<file path="src/hw/rtl/dwsm_pkg.sv">
// Package for the daily window schedule matcher.
// Holds the shared constants, register index codes and slot window types.
// No dependencies.
package dwsm_pkg;

    // Slot count and widths
    localparam int SLOTS      = 8;
    localparam int REG_SLOTS  = 8;   // slots backed by a configuration register
    localparam int SLOT_BITS  = 22;  // one slot inside a pair register
    localparam int MIN_W      = 11;  // start minute and duration fields
    localparam int SEC_W      = 17;  // seconds of day
    localparam int CNT_W      = 4;   // enabled slot count
    localparam int CFG_W      = 44;  // widest configuration register
    localparam int CFG_IDX_W  = 3;
    localparam int CTR_W      = 32;
    localparam int SLOT_IDX_W = (SLOTS > 1) ? $clog2(SLOTS) : 1;
    localparam int TREE_N     = 1 << $clog2(2 * SLOTS);  // leaves of the min tree

    localparam logic [SEC_W-1:0] DAY_SECS    = 17'd86400;
    localparam logic [MIN_W-1:0] DAY_MINS    = 11'd1440;
    localparam logic [CTR_W-1:0] NO_BOUNDARY = 32'hFFFF_FFFF;

    // Configuration register indexes
    typedef enum logic [CFG_IDX_W-1:0] {
        CFG_SLOT_PAIR_0     = 3'd0,
        CFG_SLOT_PAIR_1     = 3'd1,
        CFG_SLOT_PAIR_2     = 3'd2,
        CFG_SLOT_PAIR_3     = 3'd3,
        CFG_ENABLED_COUNT   = 3'd4
    } cfg_reg_t;

    // One slot's window in seconds, prepared at configuration time
    typedef struct packed {
        logic [SEC_W-1:0] start_sec;
        logic [SEC_W-1:0] end_mod;     // end taken modulo one day
        logic             wrap;        // end lies past midnight
        logic             end_is_day;  // end lands exactly on midnight
    } slot_win_t;

    // Per-slot evaluation for one query
    typedef struct packed {
        logic             hit;
        logic [SEC_W-1:0] d_start;     // seconds to next start, 1..86400
        logic [SEC_W-1:0] d_end;       // seconds to next end, 1..86400
    } slot_eval_t;

endpackage

</file>
<file path="src/hw/rtl/dwsm_cfg.sv">
// Configuration registers of the schedule matcher.
// Converts minute fields into second windows on write; depends on dwsm_pkg.
module dwsm_cfg
    import dwsm_pkg::*;
(
    input  logic                 aclk,
    input  logic                 aresetn,
    input  logic                 cfg_wr_en,
    input  logic [CFG_IDX_W-1:0] cfg_index,
    input  logic [CFG_W-1:0]     cfg_wdata,
    output slot_win_t            slot_win [SLOTS],
    output logic [CNT_W-1:0]     slot_count
);

    // Minutes to a window in seconds: start mod one day, duration capped at one day
    function automatic slot_win_t calc_window(input logic [MIN_W-1:0] start_min,
                                              input logic [MIN_W-1:0] dur_min);
        logic [MIN_W-1:0] sm;
        logic [MIN_W-1:0] dm;
        logic [SEC_W-1:0] s;
        logic [SEC_W:0]   e;
        slot_win_t        w;
        sm = (start_min >= DAY_MINS) ? start_min - DAY_MINS : start_min;
        dm = (dur_min > DAY_MINS) ? DAY_MINS : dur_min;
        s  = SEC_W'(sm * 17'd60);
        e  = {1'b0, s} + (SEC_W+1)'(dm * 18'd60);
        w.start_sec  = s;
        w.wrap       = (e > {1'b0, DAY_SECS});
        w.end_is_day = (e == {1'b0, DAY_SECS});
        w.end_mod    = (e >= {1'b0, DAY_SECS}) ? SEC_W'(e - {1'b0, DAY_SECS}) : e[SEC_W-1:0];
        return w;
    endfunction

    logic [CNT_W-1:0] count_reg;
    logic [CNT_W-1:0] count_next;

    // Slot windows; slots past the register range stay empty at midnight
    for (genvar k = 0; k < SLOTS; k++) begin : g_slot
        if (k < REG_SLOTS) begin : g_reg
            slot_win_t win_reg;
            slot_win_t win_next;

            always_comb begin
                win_next = win_reg;
                if (cfg_wr_en && cfg_index == CFG_IDX_W'(k / 2)) begin
                    win_next = calc_window(cfg_wdata[(k % 2) * SLOT_BITS +: MIN_W],
                                           cfg_wdata[(k % 2) * SLOT_BITS + MIN_W +: MIN_W]);
                end
            end

            always_ff @(posedge aclk) begin
                if (!aresetn) begin
                    win_reg <= '0;
                end else begin
                    win_reg <= win_next;
                end
            end

            assign slot_win[k] = win_reg;
        end else begin : g_const
            assign slot_win[k] = '0;
        end
    end

    // Enabled count, saturated at the slot count on write
    always_comb begin
        count_next = count_reg;
        if (cfg_wr_en && cfg_index == CFG_ENABLED_COUNT) begin
            count_next = (cfg_wdata[CNT_W-1:0] > CNT_W'(SLOTS)) ? CNT_W'(SLOTS)
                                                                : cfg_wdata[CNT_W-1:0];
        end
    end

    always_ff @(posedge aclk) begin
        if (!aresetn) begin
            count_reg <= '0;
        end else begin
            count_reg <= count_next;
        end
    end

    assign slot_count = count_reg;

endmodule

</file>
<file path="src/hw/rtl/dwsm_slot.sv">
// One slot's evaluator: inside test and seconds to its next start and end.
// Purely combinational; depends on dwsm_pkg.
module dwsm_slot
    import dwsm_pkg::*;
(
    input  logic [SEC_W-1:0] now,
    input  slot_win_t        win,
    output slot_eval_t       eval
);

    // Seconds until a point of the day; a point at the present counts as a day away
    function automatic logic [SEC_W-1:0] until_point(input logic [SEC_W-1:0] point,
                                                     input logic [SEC_W-1:0] t);
        return (point > t) ? point - t : DAY_SECS - t + point;
    endfunction

    logic after_start;
    logic before_end;

    assign after_start = (now >= win.start_sec);
    assign before_end  = (now < win.end_mod);

    always_comb begin
        if (win.wrap) begin
            eval.hit = after_start || before_end;
        end else begin
            eval.hit = after_start && (win.end_is_day || before_end);
        end
        eval.d_start = until_point(win.start_sec, now);
        eval.d_end   = until_point(win.end_mod, now);
    end

endmodule

</file>
<file path="src/hw/rtl/daily_window_schedule_matcher.sv">
// Daily window schedule matcher, top level.
// Instantiates dwsm_cfg and dwsm_slot; depends on dwsm_pkg.
//
//  channel   direction  payload (low bit first)
//  s_axis    in         time_of_day[16:0], rtc_counter[48:17], zero pad to 56
//  m_axis    out        in_window[0], active_slot[3:1], next_boundary_count[35:4], pad to 40
//  cfg       in         cfg_wr_en, cfg_index, cfg_wdata[43:0], write only
//
// One query per cycle while the result side is not stalled. A query passes through
// the input register and then the result register, with the slot compare and min
// tree between them. Reset clears the pipeline and all slots.
// A stalled result holds and the input register still frees when it moves on.
module daily_window_schedule_matcher
    import dwsm_pkg::*;
(
    input  logic                 aclk,
    input  logic                 aresetn,
    // configuration
    input  logic                 cfg_wr_en,
    input  logic [CFG_IDX_W-1:0] cfg_index,
    input  logic [CFG_W-1:0]     cfg_wdata,
    // query stream
    input  logic                 s_axis_tvalid,
    output logic                 s_axis_tready,
    input  logic [55:0]          s_axis_tdata,   // time_of_day, rtc_counter
    // result stream
    output logic                 m_axis_tvalid,
    input  logic                 m_axis_tready,
    output logic [39:0]          m_axis_tdata    // in_window, active_slot, next_boundary_count
);

    slot_win_t        slot_win [SLOTS];
    slot_eval_t       slot_eval [SLOTS];
    logic [CNT_W-1:0] slot_count;

    logic             in_valid_reg;
    logic             in_valid_next;
    logic [SEC_W-1:0] now_reg;
    logic [SEC_W-1:0] now_next;
    logic [CTR_W-1:0] counter_reg;

    logic             out_valid_reg;
    logic             out_valid_next;
    logic             in_window_reg;
    logic [2:0]       active_slot_reg;
    logic [CTR_W-1:0] next_count_reg;

    logic             out_ready;
    logic             in_move;
    logic [SEC_W-1:0] raw_time;

    logic [SEC_W-1:0]      leaf [TREE_N];
    logic [SEC_W-1:0]      node [1:2*TREE_N-1];
    logic                  any_hit;
    logic [SLOT_IDX_W-1:0] which;
    logic [CTR_W-1:0]      delta;

    dwsm_cfg u_cfg (
        .aclk       (aclk),
        .aresetn    (aresetn),
        .cfg_wr_en  (cfg_wr_en),
        .cfg_index  (cfg_index),
        .cfg_wdata  (cfg_wdata),
        .slot_win   (slot_win),
        .slot_count (slot_count)
    );

    // Handshake: the input register frees whenever the result register can load
    assign out_ready     = !out_valid_reg || m_axis_tready;
    assign in_move       = in_valid_reg && out_ready;
    assign s_axis_tready = !in_valid_reg || out_ready;

    // Input register, time folded into one day on entry
    assign raw_time = s_axis_tdata[SEC_W-1:0];
    assign now_next = (raw_time >= DAY_SECS) ? raw_time - DAY_SECS : raw_time;

    always_comb begin
        in_valid_next = in_valid_reg;
        if (s_axis_tvalid && s_axis_tready) begin
            in_valid_next = 1'b1;
        end else if (in_move) begin
            in_valid_next = 1'b0;
        end
    end

    always_ff @(posedge aclk) begin
        if (!aresetn) begin
            in_valid_reg <= 1'b0;
        end else begin
            in_valid_reg <= in_valid_next;
        end
    end

    always_ff @(posedge aclk) begin
        if (s_axis_tvalid && s_axis_tready) begin
            now_reg     <= now_next;
            counter_reg <= s_axis_tdata[SEC_W +: CTR_W];
        end
    end

    // Slot evaluators, disabled slots feed all-ones into the min tree
    for (genvar k = 0; k < SLOTS; k++) begin : g_slot
        dwsm_slot u_slot (
            .now  (now_reg),
            .win  (slot_win[k]),
            .eval (slot_eval[k])
        );
        assign leaf[2*k]   = (CNT_W'(k) < slot_count) ? slot_eval[k].d_start : '1;
        assign leaf[2*k+1] = (CNT_W'(k) < slot_count) ? slot_eval[k].d_end   : '1;
    end
    for (genvar i = 2 * SLOTS; i < TREE_N; i++) begin : g_pad
        assign leaf[i] = '1;
    end

    // Min tree over all boundary deltas
    always_comb begin
        for (int i = 0; i < TREE_N; i++) begin
            node[TREE_N + i] = leaf[i];
        end
        for (int i = TREE_N - 1; i >= 1; i--) begin
            node[i] = (node[2*i] < node[2*i+1]) ? node[2*i] : node[2*i+1];
        end
    end

    // Lowest matching enabled slot
    always_comb begin
        any_hit = 1'b0;
        which   = '0;
        for (int k = SLOTS - 1; k >= 0; k--) begin
            if (slot_eval[k].hit && (CNT_W'(k) < slot_count)) begin
                any_hit = 1'b1;
                which   = SLOT_IDX_W'(k);
            end
        end
    end

    // Deltas are at least one second already; no slots means no boundary
    assign delta = (slot_count == '0) ? NO_BOUNDARY : CTR_W'(node[1]);

    // Result register
    always_comb begin
        out_valid_next = out_valid_reg;
        if (in_move) begin
            out_valid_next = 1'b1;
        end else if (m_axis_tready) begin
            out_valid_next = 1'b0;
        end
    end

    always_ff @(posedge aclk) begin
        if (!aresetn) begin
            out_valid_reg <= 1'b0;
        end else begin
            out_valid_reg <= out_valid_next;
        end
    end

    always_ff @(posedge aclk) begin
        if (in_move) begin
            in_window_reg   <= any_hit;
            active_slot_reg <= 3'(which);
            next_count_reg  <= counter_reg + delta;
        end
    end

    assign m_axis_tvalid = out_valid_reg;
    assign m_axis_tdata  = {4'd0, next_count_reg, active_slot_reg, in_window_reg};

    // A query taken in always reaches the input register
    a_in_load: assert property (@(posedge aclk) disable iff (!aresetn)
        s_axis_tvalid && s_axis_tready |=> in_valid_reg)
        else $error("accepted query lost before input register");

    // A held query waits while the result side is blocked
    a_in_hold: assert property (@(posedge aclk) disable iff (!aresetn)
        in_valid_reg && !out_ready |=> in_valid_reg && $stable(now_reg))
        else $error("input register dropped a stalled query");

    // Stored time is always folded into one day
    a_now_range: assert property (@(posedge aclk) disable iff (!aresetn)
        in_valid_reg |-> now_reg < DAY_SECS)
        else $error("time of day out of range in input register");

    // No match means slot index zero
    a_slot_zero: assert property (@(posedge aclk) disable iff (!aresetn)
        out_valid_reg && !in_window_reg |-> active_slot_reg == 3'd0)
        else $error("active slot set without a match");

endmodule

</file>
<file path="config.mk">
export PLATFORM = sky130hd
export DESIGN_NAME = daily_window_schedule_matcher
export DESIGN_NICKNAME = d
export VERILOG_FILES = /design/src/hw/rtl/dwsm_pkg.sv /design/src/hw/rtl/dwsm_cfg.sv /design/src/hw/rtl/dwsm_slot.sv /design/src/hw/rtl/daily_window_schedule_matcher.sv
export SDC_FILE = /design/constraint.sdc
export NUM_CORES = 2
export LEC_CHECK = 0
export BUFFER_PORTS_ARGS = -buffer_cell sky130_fd_sc_hd__buf_2
export CORE_MARGIN = 5
export CORE_UTILIZATION = 60
export DETAILED_ROUTE_END_ITERATION = 7
export HOLD_SLACK_MARGIN = 0.03
export PLACE_DENSITY = 0.86
export SYNTH_ARGS = -nofsm -noshare
export SYNTH_HDL_FRONTEND = slang
export SYNTH_HIERARCHICAL = 1
export SYNTH_SLANG_ARGS = --single-unit
export TNS_END_PERCENT = 30
</file>
<file path="constraint.sdc">
create_clock -name aclk -period 19 [get_ports aclk]
set_clock_uncertainty 0.15 [all_clocks]
set_input_delay 5.7 -clock aclk [delete_from_list [all_inputs] [get_ports aclk]]
set_output_delay 5.7 -clock aclk [all_outputs]
set_load 0.02 [all_outputs]
</file>
==> impl_metrics.ini <==
[final_layout]
layout.nets = 9278
multiInputGateArea_um2 = 51000
area_growth_pct = 6.08
nFillCells = 9000
register_area_um2 = 7800
largest_reg_flops = 256
utilization = 0.643
drive_gt1_frac = 0.0718

[yosys]
synth_cell_types = 122
async_reset_ff_frac = 0
ys.flop_type = dfxtp_1
yosysSeqAreaShare = 0.126
yosysWarnings = 6
synth_area_um2 = 61900
synth.avg_cell_area_um2 = 7.67
syn-instance-count = 8073
synth_seq_cells = 347
synth_edf_count = 85

[min_path]
min_path_type = register to register

[clock_network]
cts-htree-levels = 2
cts_buffers = 46
clk_latency_ns = 0.67
cts-root-buf = clkbuf_16
cts_hold_buf = 0
clk_pin_slew_ns = 0.06
cts_tree = yes
clock_sinks = 347
clockBufferDepth = 3

[pwr]
vdd_drop_max_uv = 322
power_w = 0.0104
clkPwrFrac = 0.096
switching_share = 0.588
p_sw_w = 0.00609
p_leak_nw = 31.1
p_per_area_nw_per_um2 = 158
power_frac_comb = 0.805
p_int_w = 0.00427
seqPwrFrac = 0.099

[critical_path]
end_kind = register
cp_slowest_cell = mux2i_1
cp-start-kind = register
path_class = register to register
crit_fanout = 16
crit_path_frequent_cell = a21o_1
crit_arrival_ns = 18.42
critPathBufInv = 6
max_stage_delay_ns = 0.77
cpLargestDelayFamily = compound AO/OA/AOI/OAI gates
required_ns = 19.26

[floorplan]
die_h_um = 331
dieArea_um2 = 110000
core-area_um2 = 102000
rows = 117
io_pins = 150
initial_core_util = 0.606
die_w_um = 331

[sta]
clock.fmax_ghz = 0.0551
hold_ws_ns = 0.306
finalCritPeriodShare = 0.956
tightestPinTransition_ns = 1.34
fin_crit_ns = 18.16
setup_viol = 0
hold_viol_final = 0
relSlewSlack = 0.0964
setup_tns_ns = 0
slew_violations = 0
rsz0062_at_grt = no

[global_route]
gr-usage-all-layers = 0.377
antenna_found_initial = 6
grt-ovfl-total = 0
grt_max_degree = 107
grt_pass1_wl_um = 332000
grt_pass1_vias = 58500

[place]
port_buffers = 138
gp_congestion = 1.09
dp_hpwl_um = 176000

[routing]
vias = 62800
finalWirelength_um = 221000
dr.pass1.iters = 8
drt_iter0_markers = 6818
drc_errors = 0
ant_nets = 0
wl_per_cell_um = 23.2
via_per_inst = 6.60

[status]
run_status = completed

[flow_run]
max_cap_viol_count = 0
==> cell usage in the layout, fill, tap and decap left out, types with 46 or more instances in the layout <==
cell type and count:
ha_1 954, a21oi_1 770, nand2_1 680, nor2_1 626, inv_1 540, o21ai_0 462, xnor2_1 381, a21o_1 279
dfxtp_1 261, xor2_1 227, nand2b_1 191, nand3_1 184, o21a_1 172, nor3_1 168, mux2i_1 142, buf_2 137
a31oi_1 110, buf_4 104, fa_1 103, nand4_1 100, a211oi_1 99, nor2b_1 98, edfxtp_1 85, a211o_1 81
o21bai_1 76, o211ai_1 73, o31ai_1 62, clkbuf_16 50, mux2_2 48, and2_1 46
==> synth_stat cells (all sizes together), types with 186 or more instances <==
cell type  instances  area share
a21o             279       0.034
nand3            186       0.015
xnor2            389       0.056
nor2             630       0.039
nand2b           191       0.019
a21oi            784       0.064
inv              541       0.033
nand2            694       0.043
xor2             228       0.033
o21ai            510       0.042
dfxtp            262       0.085
ha               954        0.19
==> layout make-up <==
class | instances | area share
Sequential cell | 347 | 0.119
Timing Repair Buffer | 243 | 0.0229
Tap cell | 1368 | 0.0261
Inverter | 541 | 0.0310
Antenna cell | 4 | 0.000152
Multi-Input combinational cell | 6934 | 0.776
Clock buffer | 65 | 0.0208
Clock inverter | 19 | 0.00469
==> logic make-up after synthesis <==
logic type	after synthesis	share of synthesized area
fa+ha+maj	1057	0.226
compound gates	2638	0.282
flops	347	0.126
mux	208	0.0357
buf+inv	826	0.0555
xor+xnor	617	0.0883
other cells	2	0.000121
simple gates	2378	0.186
==> power by group through the flow <==
stage	sequential (W)	combinational [W]	clock, W
floorplan	0.00102	0.00557	0
global placement	0.00103	0.00771	0
detailed placement	0.00104	0.00788	0
CTS	0.00102	0.00794	0.000992
global route	0.00103	0.00882	0.00102
finish	0.00103	0.00834	0.000989
==> what timing repair did <==
action	in CTS	in global routing
endpoints found under the setup margin	0	4
setup buffers	0	2
gates resized for setup	0	7
==> per-layer routing <==
metal  GRT usage  vias to the layer above  part of all wire
li1            -                    29600                 -
met1       0.482                    29200              0.40
met2       0.571                     3287              0.41
met3       0.107                      737              0.12
met4       0.214                        4             0.070
met5           0                        -           0.00023
==> path summary, 6_finish.rpt <==
check | end | startpoint | slack [ns] | depth (start not counted)
worst max-delay path | next_count_reg[31]$_DFFE_PP_ | now_reg[1]$_DFFE_PP_ | 0.84 | 69
worst min-delay path | u_cfg/slot_win[36]$_SDFFE_PN0P_ | u_cfg/slot_win[36]$_SDFFE_PN0P_ | 0.31 | 2
worst max register to register | next_count_reg[31]$_DFFE_PP_ | now_reg[1]$_DFFE_PP_ | 0.84 | 69
worst min register to register | u_cfg/slot_win[36]$_SDFFE_PN0P_ | u_cfg/slot_win[36]$_SDFFE_PN0P_ | 0.31 | 2
==> worst register-to-register path: cells and delay by family (launching register included) <==
family	cells	cell delay, ns
XOR/XNOR	3	0.65
AND/OR/NAND/NOR	15	2.94
multiplexers	2	1.17
buffers and inverters	6	1.60
AO/OA/AOI/OAI	36	8.33
flip-flops	1	0.75
adder cells (fa/ha/maj)	7	2.27
==> metrics by stage <==
step	setup WS (ns)	cells	cell area [µm²]
after floorplan	3.25	8107	62100
after global placement	1.33	9431	63900
after detailed placement	0.994	9431	63900
after CTS	0.968	9515	65600
after global routing	0.0550	9517	65700
final	0.837	9521	65700
Power figures use the tool's default switching activity.
